--- src/rtl/multiword_integer_alu_defines.svh ---
// assertion macros for the multiword integer alu
// used by the top level, which provides clk and rst_n
`ifndef MULTIWORD_INTEGER_ALU_DEFINES_SVH
`define MULTIWORD_INTEGER_ALU_DEFINES_SVH

// same-cycle implication check
`define MIA_CHECK(lbl, prop, msg) \
    lbl: assert property (@(posedge clk) disable iff (!rst_n) (prop)) else $error(msg);

// next-cycle implication check
`define MIA_CHECK_NEXT(lbl, ante, cons, msg) \
    lbl: assert property (@(posedge clk) disable iff (!rst_n) (ante) |=> (cons)) else $error(msg);

`endif

--- src/rtl/mia_pkg.sv ---
// shared types, command codes and helpers for the multiword integer alu
// no dependencies
`timescale 1ns / 1ps

package mia_pkg;

    localparam logic [2:0] CMD_LOAD_A   = 3'd0;
    localparam logic [2:0] CMD_LOAD_B   = 3'd1;
    localparam logic [2:0] CMD_ADD      = 3'd2;
    localparam logic [2:0] CMD_SUBTRACT = 3'd3;
    localparam logic [2:0] CMD_MULTIPLY = 3'd4;
    localparam logic [2:0] CMD_COMPARE  = 3'd5;

    localparam logic signed [1:0] CMP_LT = -2'sd1;
    localparam logic signed [1:0] CMP_EQ = 2'sd0;
    localparam logic signed [1:0] CMP_GT = 2'sd1;

    typedef struct packed {
        logic start;
        logic shift_a;
        logic shift_b;
        logic shift_lo;
        logic shift_acc;
    } cell_ctrl_t;

    function automatic logic [5:0] clamp_len(input logic [5:0] v, input logic [5:0] max_len);
        logic [5:0] r;
        r = v;
        if (v == 6'd0)
        begin
            r = 6'd1;
        end
        else if (v > max_len)
        begin
            r = max_len;
        end
        return r;
    endfunction

endpackage

--- src/rtl/mia_cell.sv ---
// one word cell of the operand and result chains
// depends on mia_pkg
`timescale 1ns / 1ps

module mia_cell (
    input  logic              clk,
    input  mia_pkg::cell_ctrl_t ctrl,
    input  logic              sel_a,
    input  logic              sel_b,
    input  logic              keep_a,
    input  logic              keep_b,
    input  logic              set_acc,
    input  logic [31:0]       load_value,
    input  logic [31:0]       acc_value,
    input  logic [31:0]       a_in,
    input  logic [31:0]       b_in,
    input  logic [31:0]       lo_in,
    input  logic [31:0]       acc_in,
    output logic [31:0]       a_out,
    output logic [31:0]       b_out,
    output logic [31:0]       lo_out,
    output logic [31:0]       acc_out
);

    logic [31:0] a_store_reg, b_store_reg;
    logic [31:0] aw_reg, bw_reg, lo_reg, acc_reg;
    logic [31:0] aw_next, bw_next, lo_next, acc_next;

    always_comb
    begin
        aw_next  = aw_reg;
        bw_next  = bw_reg;
        lo_next  = lo_reg;
        acc_next = acc_reg;
        if (ctrl.start)
        begin
            aw_next  = keep_a ? a_store_reg : 32'd0;
            bw_next  = keep_b ? b_store_reg : 32'd0;
            acc_next = 32'd0;
        end
        else
        begin
            if (ctrl.shift_a)
            begin
                aw_next = a_in;
            end
            if (ctrl.shift_b)
            begin
                bw_next = b_in;
            end
            if (ctrl.shift_lo)
            begin
                lo_next = lo_in;
            end
            if (set_acc)
            begin
                acc_next = acc_value;
            end
            else if (ctrl.shift_acc)
            begin
                acc_next = acc_in;
            end
        end
    end

    always_ff @(posedge clk)
    begin
        if (sel_a)
        begin
            a_store_reg <= load_value;
        end
        if (sel_b)
        begin
            b_store_reg <= load_value;
        end
        aw_reg  <= aw_next;
        bw_reg  <= bw_next;
        lo_reg  <= lo_next;
        acc_reg <= acc_next;
    end

    assign a_out   = aw_reg;
    assign b_out   = bw_reg;
    assign lo_out  = lo_reg;
    assign acc_out = acc_reg;

endmodule
--- config.mk ---
export PLATFORM = sky130hd
export DESIGN_NAME = mia_cell
export DESIGN_NICKNAME = d
export VERILOG_FILES = /design/src/rtl/multiword_integer_alu_defines.svh /design/src/rtl/mia_pkg.sv /design/src/rtl/mia_cell.sv
export SDC_FILE = /design/constraint.sdc
export NUM_CORES = 1
export LEC_CHECK = 0
export CELL_PAD_IN_SITES_DETAIL_PLACEMENT = 2
export CELL_PAD_IN_SITES_GLOBAL_PLACEMENT = 2
export CORE_UTILIZATION = 44
export DETAILED_ROUTE_END_ITERATION = 7
export DONT_BUFFER_PORTS = 1
export GPL_TIMING_DRIVEN = 0
export PLACE_DENSITY_LB_ADDON = 0.1
export SYNTH_ARGS = -nofsm -noshare
export SYNTH_HDL_FRONTEND = slang
export SYNTH_SLANG_ARGS = --single-unit
--- constraint.sdc ---
create_clock -name clk -period 5.85 [get_ports clk]
set_input_delay 0.2925 -clock clk [delete_from_list [all_inputs] [get_ports clk]]
set_output_delay 0.2925 -clock clk [all_outputs]
set_load 0.005 [all_outputs]
## Word-level counts from Yosys, hierarchy flattened

Cells that the tools add are included.
Widths: inputs -> output; s select.

- Add/sub/neg operators: 0
- Multiply operators: 0
- Divide/modulo/power cells: 0
- $lt $le $gt $ge: 0
- Equality and inequality tests: 0
- Shifts and indexed selects: 0
- Multiplexer cells: 8
- Bitwise gates (word level): 1
- Reduce and logical (&&, ||, !) cells: 4

Operators by type and width:

| kind | number |
|---|---|
| $mux 32 | 8 |
| $reduce_bool 2->1 | 3 |
| $reduce_and 2->1 | 1 |
| $not 1->1 | 1 |

- Register bits after elaboration: 192
- Latch bits: 0
- RAM bits: 0
- ROM bits: 0
- Output and inout port bits: 128
- Logic and storage cells: 19
- Memories kept: 0

## Logic depth before layout (Yosys ltp)

Gate-level depths: netlist (run 1).

- Word-level depth: 2
- Depth in mapped cells: 4

## Least setup slack after synthesis (run 1)

Ideal clock, no wire load.

- Path type: in2reg
- From: input ctrl[4] (netlist bit)
- To: register lo_reg[0] (netlist: lo_out[0]) (enable)
- Library setup time: 425 ps
- Data arrival time: 1902 ps
- Data required time: 5425 ps
- Setup slack: 3523 ps
- Stages on the path: 2
- Cells stage by stage: buf_2 -> nor2b_1

- Longest elaborated chain between the ends: 2

RTL lines:

| what | line | text |
|---|---|---|
| from (decl) | mia_cell.sv:7 | `input mia_pkg::cell_ctrl_t ctrl,` |
| $not 1->1 (no line) | -- |  |
| $reduce_and 2->1 (no line) | -- |  |
| to (signal assigned) | mia_cell.sv:78 | `lo_reg <= lo_next;` |
| to (decl) | mia_cell.sv:26 | `logic [31:0] aw_reg, bw_reg, lo_reg, acc_reg;` |

No other way between the ends.
A chain may end at the register's enable or synchronous reset.

## Final worst setup path (run 1)

- From: input ctrl[4] (netlist bit)
- To: register lo_reg[30] (netlist: lo_out[30]) (enable)

The elaborated chain is that of the path after synthesis.

==> results of run 1 <==
## stage by stage
| step | hold slack (ns) | cell area, µm² | util | worst slack, ns | power (mW) |
|---|---|---|---|---|---|
| 2_1_floorplan | 0.3914 | 6987 | - | 3.523 | 1.775 |
| 3_3_place_gp | 0.3914 | 7251 | 0.4717 | 3.177 | 1.820 |
| 3_5_place_dp | 0.3914 | 7268 | 0.4729 | 4.143 | 1.845 |
| 4_1_cts | 0.03107 | 8507 | 0.5534 | 4.591 | 2.983 |
| 5_1_grt | 0.03560 | 8512 | 0.5538 | 4.498 | 3.076 |
| 6_report | 0.04800 | 8512 | 0.5538 | 4.547 | 2.996 |
## repair_timing
item,CTS,global route
buffers inserted,0,0
hold endpoints to repair,160,0
hold buffers,66,0
## worst max-delay path, stage by stage
cell	delay, ns
sky130_fd_sc_hd__buf_2	0.18
sky130_fd_sc_hd__nor2b_2	0.69
sky130_fd_sc_hd__buf_8	0.27
## layer usage
metal | track usage | share of wire
met5 | 0 | 0
met4 | 0.1059 | 0.022
met3 | 0.09933 | 0.087
met2 | 0.5348 | 0.55
met1 | 0.2845 | 0.34
## layout by cell type, fill, tap and decap left out, drive strengths merged
cell type | synthesis | layout
dlygate4sd3 | 0 | 64
clkinv | 0 | 8
dfxtp | 32 | 32
edfxtp | 160 | 160
buf | 14 | 17
or2 | 2 | 2
o21ai | 1 | 1
diode | 0 | 2
and2 | 2 | 2
a211oi | 32 | 32
clkbuf | 14 | 31
nand3 | 1 | 1
inv | 3 | 8
mux2i | 32 | 32
a22o | 63 | 63
clkinvlp | 0 | 2
nor2b | 33 | 33
## power by group
group / total (mW) / internal [mW] / switching (mW)
clock network: 1.12 / 0.559 / 0.560
logic: 0.196 / 0.0923 / 0.104
registers: 1.68 / 1.61 / 0.0733
## area by class of cell
class / instances / area [µm²] / area share
inverter: 3 / 11.26 / 0.001323
tap: 211 / 264.0 / 0.03102
antenna: 2 / 5.005 / 0.0005880
buffer: 28 / 176.4 / 0.02073
clock buffer: 17 / 425.4 / 0.04998
sequential: 192 / 5445 / 0.6397
clock inverter: 15 / 132.6 / 0.01558
timing repair buffer: 67 / 695.7 / 0.08173
multi-input combinational: 166 / 1356 / 0.1593
## cells by family after synthesis
| kind of cell | after synthesis | share of synthesized area |
|---|---|---|
| and+or+nand+nor | 38 | 0.03385 |
| buffers and inverters | 31 | 0.02686 |
| muxes | 32 | 0.04585 |
| DFF | 192 | 0.7794 |
| AOI/OAI and AO/OA | 96 | 0.1141 |
## how the worst min path moves through the flow
| stage | from | to | slack, ns | depth (start not counted) |
|---|---|---|---|---|
| after CTS | acc_value[15] | acc_out[15] | 0.03 | 2 |
| final | acc_value[15] | acc_out[15] | 0.05 | 2 |
| after global placement | lo_in[18] | lo_out[18] | 0.39 | 0 |
| after detailed placement | lo_in[11] | lo_out[11] | 0.39 | 0 |
| after global routing | acc_value[12] | acc_out[12] | 0.04 | 2 |
| after floorplan | load_value[0] | a_store_reg[0] | 0.39 | 0 |
## synth_stat cells
cell type,instances
sky130_fd_sc_hd__buf_4,1
sky130_fd_sc_hd__nand3_1,1
sky130_fd_sc_hd__dfxtp_1,32
sky130_fd_sc_hd__buf_6,1
sky130_fd_sc_hd__and2_1,2
sky130_fd_sc_hd__or2_2,2
sky130_fd_sc_hd__a211oi_1,32
sky130_fd_sc_hd__buf_12,3
sky130_fd_sc_hd__a22o_1,63
sky130_fd_sc_hd__clkbuf_1,14
sky130_fd_sc_hd__nor2b_1,33
sky130_fd_sc_hd__edfxtp_1,160
sky130_fd_sc_hd__o21ai_0,1
sky130_fd_sc_hd__inv_2,1
sky130_fd_sc_hd__mux2i_1,32
sky130_fd_sc_hd__inv_1,2
sky130_fd_sc_hd__buf_2,9
==> summary.txt, run 1 <==
STA
  – Accumulated negative setup slack: 0 ns
  – Fmax: 767.4 MHz
  – Slew Limit Headroom: 0.3715
  – Transition time at the pin with the least slew margin: 0.9427 ns
  – Setup repair after global routing missed its margin: no
  – Count of final setup violators: 0
  – Number of max-slew violations in the final report: 0
  – Clock skew: 0.01352 ns
  – Fin crit period: 1.303 ns
  – Fraction of the cycle the final worst path needs: 0.2228
  – Number of failing hold endpoints at the final stage: 0

Die
  – Chip width: 128.0 µm
  – Die Footprint: 16390 µm²
  – Die Ht: 128.0 µm
  – Number of I/O pins: 331
  – Initial cell density of the core: 0.4545
  – Core box area: 15370 µm²
  – Num rows: 45

GRT
  – Final global-route overflow total: 0
  – Antenna violations before repair: 2
  – Maximum number of pins on one net before global-route repair: 33
  – GRT Resource Usage Total: 0.2835
  – Global-route wire length before repair: 31960 µm
  – Vias in the first global route: 4559

Routing
  – # DRC: 0
  – Count of routing violations after the opening detailed-route iteration: 216
  – Count of antenna-violating nets left after detailed routing: 0
  – Post-DR wirelength/cell: 32.42 µm
  – Sum of routed wire length over all layers: 22730 µm
  – Initial DRT Pass Iterations: 5
  – Via density: 5.802
  – Number of vias in the routed layout: 4067

Synth
  – Synth Net Count: 592
  – Per-instance average area after synthesis: 17.96 µm²
  – Post-synthesis cell type with the largest combined area: sky130_fd_sc_hd__edfxtp_1
  – Yosys cell types: 17
  – Syn Inst Count: 389
  – Warnings from Yosys: 0
  – Yosys top cell area share: 0.6877
  – Area contributors post-synth: sky130_fd_sc_hd__edfxtp_1 (69%), sky130_fd_sc_hd__dfxtp_1 (9.2%), sky130_fd_sc_hd__a22o_1 (7.9%), sky130_fd_sc_hd__mux2i_1 (4.6%), sky130_fd_sc_hd__a211oi_1 (3.4%)
  – FF+latch count, synth: 192
  – Syn Std Cell Area: 6987 µm²
  – Seq/Total Area, Yosys: 0.7794

Critical path
  – Category of the critical setup timing path: in2reg
  – Startpoint type of the worst setup path: input port
  – Arrival time at the worst endpoint: 1.44 ns
  – Critical path fanouts, max: 18
  – Reg-to-Reg Start: acc_out[27]
  – Required time of the critical path: 5.99 ns
  – Worst r2r path cells: 2
  – Endpoint type of the worst setup path: register
  – Start point of the critical path: ctrl[4]
  – Slack of the worst reg-to-reg path: 4.90 ns
  – Capture point of the worst path: lo_out[30]
  – FF-to-FF End: acc_out[27]

Place
  – Routability Congestion: 0.7574
  – Half-perimeter wire length after placement: 14900 µm
  – Number of port buffers: 0
  – Count of placed standard cells including taps: 601

Clock tree
  – Worst-case clock buffer depth: 2
  – CTS sink count: 192
  – H-tree Lvls: 4
  – Post-CTS clock slew at the launch and capture registers of the worst setup and hold paths: 0.07 ns
  – PostCTS Resize Cnt: 0
  – Root Buffer: sky130_fd_sc_hd__clkbuf_16
  – Clock latency on the worst-skew pair: 0.44 ns
  – TritonCTS buffer count: 17
  – CTS tree: yes

Hold path
  – Class of the tightest hold or removal check: in2reg

Power
  – Reported leakage power: 3.087 nW
  – Maximum ir drop on the vdd rail: 0.1975 mV
  – Power density relative to cell area: 352.0 nW/µm²

Layout
  – Number of nets in the finished design: 678
  – # fillers: 1320
  – Fraction of final layout cells with drive strength greater than 1: 0.1045
  – P&R area growth vs syn: 21.83%
  – Number of cells in the finished layout apart from fillers: 701

Run status
  – Status: completed

Job
  – Maxcap violations: 0
Power figures use the tool's default switching activity.
==> run 2: changes to the inputs <==
- ABC_AREA: unset -> 1
- CORE_ASPECT_RATIO: unset -> 1.4
- CORE_UTILIZATION: 44 -> 38
- clock period: 5.85 -> 1.2 ns (I/O delays scaled with it)
==> summary.txt, run 2 <==
Place
  – Number of port buffers: 0
  – Worst setup slack after placement: -0.3492 ns
  – Routability Congestion: 0.7672
  – Half-perimeter wire length after placement: 16280 µm
  – Count of placed standard cells including taps: 869

Clock tree
  – PostCTS Resize Cnt: 0
  – CTS sink count: 192
  – TritonCTS buffer count: 17
  – Post-CTS Hold Buffers: 181
  – Setup bufs post-CTS: 0
  – Worst-case clock buffer depth: 2
  – Root Buffer: sky130_fd_sc_hd__clkbuf_16
  – H-tree Lvls: 4

Synth
  – Synth Net Count: 824
  – Commonest cells in the netlist: sky130_fd_sc_hd__nand2_1 (224), sky130_fd_sc_hd__edfxtp_1 (160), sky130_fd_sc_hd__nand3_1 (118), sky130_fd_sc_hd__inv_1 (33), sky130_fd_sc_hd__dfxtp_1 (32)
  – Per-instance average area after synthesis: 11.93 µm²
  – Syn Std Cell Area: 7411 µm²
  – Top flip-flop cell by instance count after synthesis: sky130_fd_sc_hd__edfxtp_1
  – Asr flop ratio synth: 0
  – Warnings from Yosys: 0
  – FF+latch count, synth: 192
  – Post-synthesis cell type with the largest combined area: sky130_fd_sc_hd__edfxtp_1
  – Count of flip-flops with a built-in enable after synthesis: 160
  – Yosys top cell area share: 0.6483
  – Area contributors post-synth: sky130_fd_sc_hd__edfxtp_1 (65%), sky130_fd_sc_hd__nand2_1 (11%), sky130_fd_sc_hd__dfxtp_1 (8.6%), sky130_fd_sc_hd__nand3_1 (8.0%), sky130_fd_sc_hd__inv_1 (1.7%)
  – Syn Inst Count: 621
  – Yosys cell types: 16
  – Seq/Total Area, Yosys: 0.7348
  – Most frequently used cell type in the post-synthesis netlist: sky130_fd_sc_hd__nand2_1

Run status
  – Halt Reason: [ERROR RSZ-0060] Max buffer count reached.
  – Exit stage: 4_1_cts
  – Status: aborted with a tool error

Die
  – Die Ht: 167.2 µm
  – Number of I/O pins: 331
  – Chip width: 120.0 µm
  – Initial cell density of the core: 0.3871
  – Num rows: 60
## run 2: cell count changes after synthesis, moves of 3 or more
| cell | previous run | this run |
|---|---|---|
| sky130_fd_sc_hd__nor2b_1 | 33 | 0 |
| sky130_fd_sc_hd__mux2i_1 | 32 | 0 |
| sky130_fd_sc_hd__buf_12 | 3 | 0 |
| sky130_fd_sc_hd__clkbuf_1 | 14 | 3 |
| sky130_fd_sc_hd__a211oi_1 | 32 | 0 |
| sky130_fd_sc_hd__inv_1 | 2 | 33 |
| sky130_fd_sc_hd__buf_4 | 1 | 12 |
| sky130_fd_sc_hd__nand2_1 | 0 | 224 |
| sky130_fd_sc_hd__nand3_1 | 1 | 118 |
| sky130_fd_sc_hd__a22o_1 | 63 | 0 |
| sky130_fd_sc_hd__buf_6 | 1 | 8 |
| sky130_fd_sc_hd__nand3_2 | 0 | 10 |
| sky130_fd_sc_hd__buf_2 | 9 | 13 |
## run 2: cells by family after synthesis
kind of cell           Yosys count  synth area share
buffers and inverters           73           0.05369
flip-flops                     192            0.7348
AND/OR/NAND/NOR                356            0.2115
## run 2: metrics by stage
step	hold WS [ns]	instance area (µm²)
after floorplan	0.1589	7436
after global placement	0.1589	7746
after detailed placement	0.1589	7746
==> run 3: changes to the inputs <==
- CELL_PAD_IN_SITES_DETAIL_PLACEMENT: 2 -> unset
- CELL_PAD_IN_SITES_GLOBAL_PLACEMENT: 2 -> unset
- CORE_ASPECT_RATIO: 1.4 -> unset
- CORE_UTILIZATION: 38 -> 40
- PLACE_DENSITY_LB_ADDON: 0.1 -> 0.15
==> summary.txt, run 3 <==
Clock tree
  – H-tree Lvls: 4
  – TritonCTS buffer count: 17
  – PostCTS Resize Cnt: 0
  – Setup bufs post-CTS: 0
  – CTS sink count: 192
  – Root Buffer: sky130_fd_sc_hd__clkbuf_16
  – Worst-case clock buffer depth: 2
  – Post-CTS Hold Buffers: 177

Synth
  – Count of flip-flops with a built-in enable after synthesis: 160
  – FF+latch count, synth: 192
  – Synth Net Count: 824
  – Seq/Total Area, Yosys: 0.7348
  – Area contributors post-synth: sky130_fd_sc_hd__edfxtp_1 (65%), sky130_fd_sc_hd__nand2_1 (11%), sky130_fd_sc_hd__dfxtp_1 (8.6%), sky130_fd_sc_hd__nand3_1 (8.0%), sky130_fd_sc_hd__inv_1 (1.7%)
  – Yosys cell types: 16
  – Asr flop ratio synth: 0
  – Yosys top cell area share: 0.6483
  – Commonest cells in the netlist: sky130_fd_sc_hd__nand2_1 (224), sky130_fd_sc_hd__edfxtp_1 (160), sky130_fd_sc_hd__nand3_1 (118), sky130_fd_sc_hd__inv_1 (33), sky130_fd_sc_hd__dfxtp_1 (32)
  – Per-instance average area after synthesis: 11.93 µm²
  – Warnings from Yosys: 0
  – Most frequently used cell type in the post-synthesis netlist: sky130_fd_sc_hd__nand2_1
  – Post-synthesis cell type with the largest combined area: sky130_fd_sc_hd__edfxtp_1
  – Top flip-flop cell by instance count after synthesis: sky130_fd_sc_hd__edfxtp_1
  – Syn Inst Count: 621
  – Syn Std Cell Area: 7411 µm²

Die
  – Number of I/O pins: 331
  – Initial cell density of the core: 0.4098
  – Chip width: 138.1 µm
  – Num rows: 49
  – Die Ht: 138.1 µm

Run status
  – Status: aborted with a tool error
  – Halt Reason: [ERROR RSZ-0060] Max buffer count reached.
  – Exit stage: 4_1_cts

Place
  – Standard cell area after detailed placement: 7722 µm²
  – Number of port buffers: 0
  – Half-perimeter wire length after placement: 13000 µm
  – Routability Congestion: 0.8386
run 3: stage by stage:
stage                     hold slack (ns)  setup slack, ns  TNS (ns)  cells
after floorplan                    0.1589         -0.09934    -3.179    621
after global placement             0.1589          -0.3302    -24.21    850
after detailed placement           0.1589          -0.3518    -26.58    850
run 3: logic make-up after synthesis:
group	after synthesis	synth area share
simple gates	356	0.2115
flops	192	0.7348
buf+inv	73	0.05369
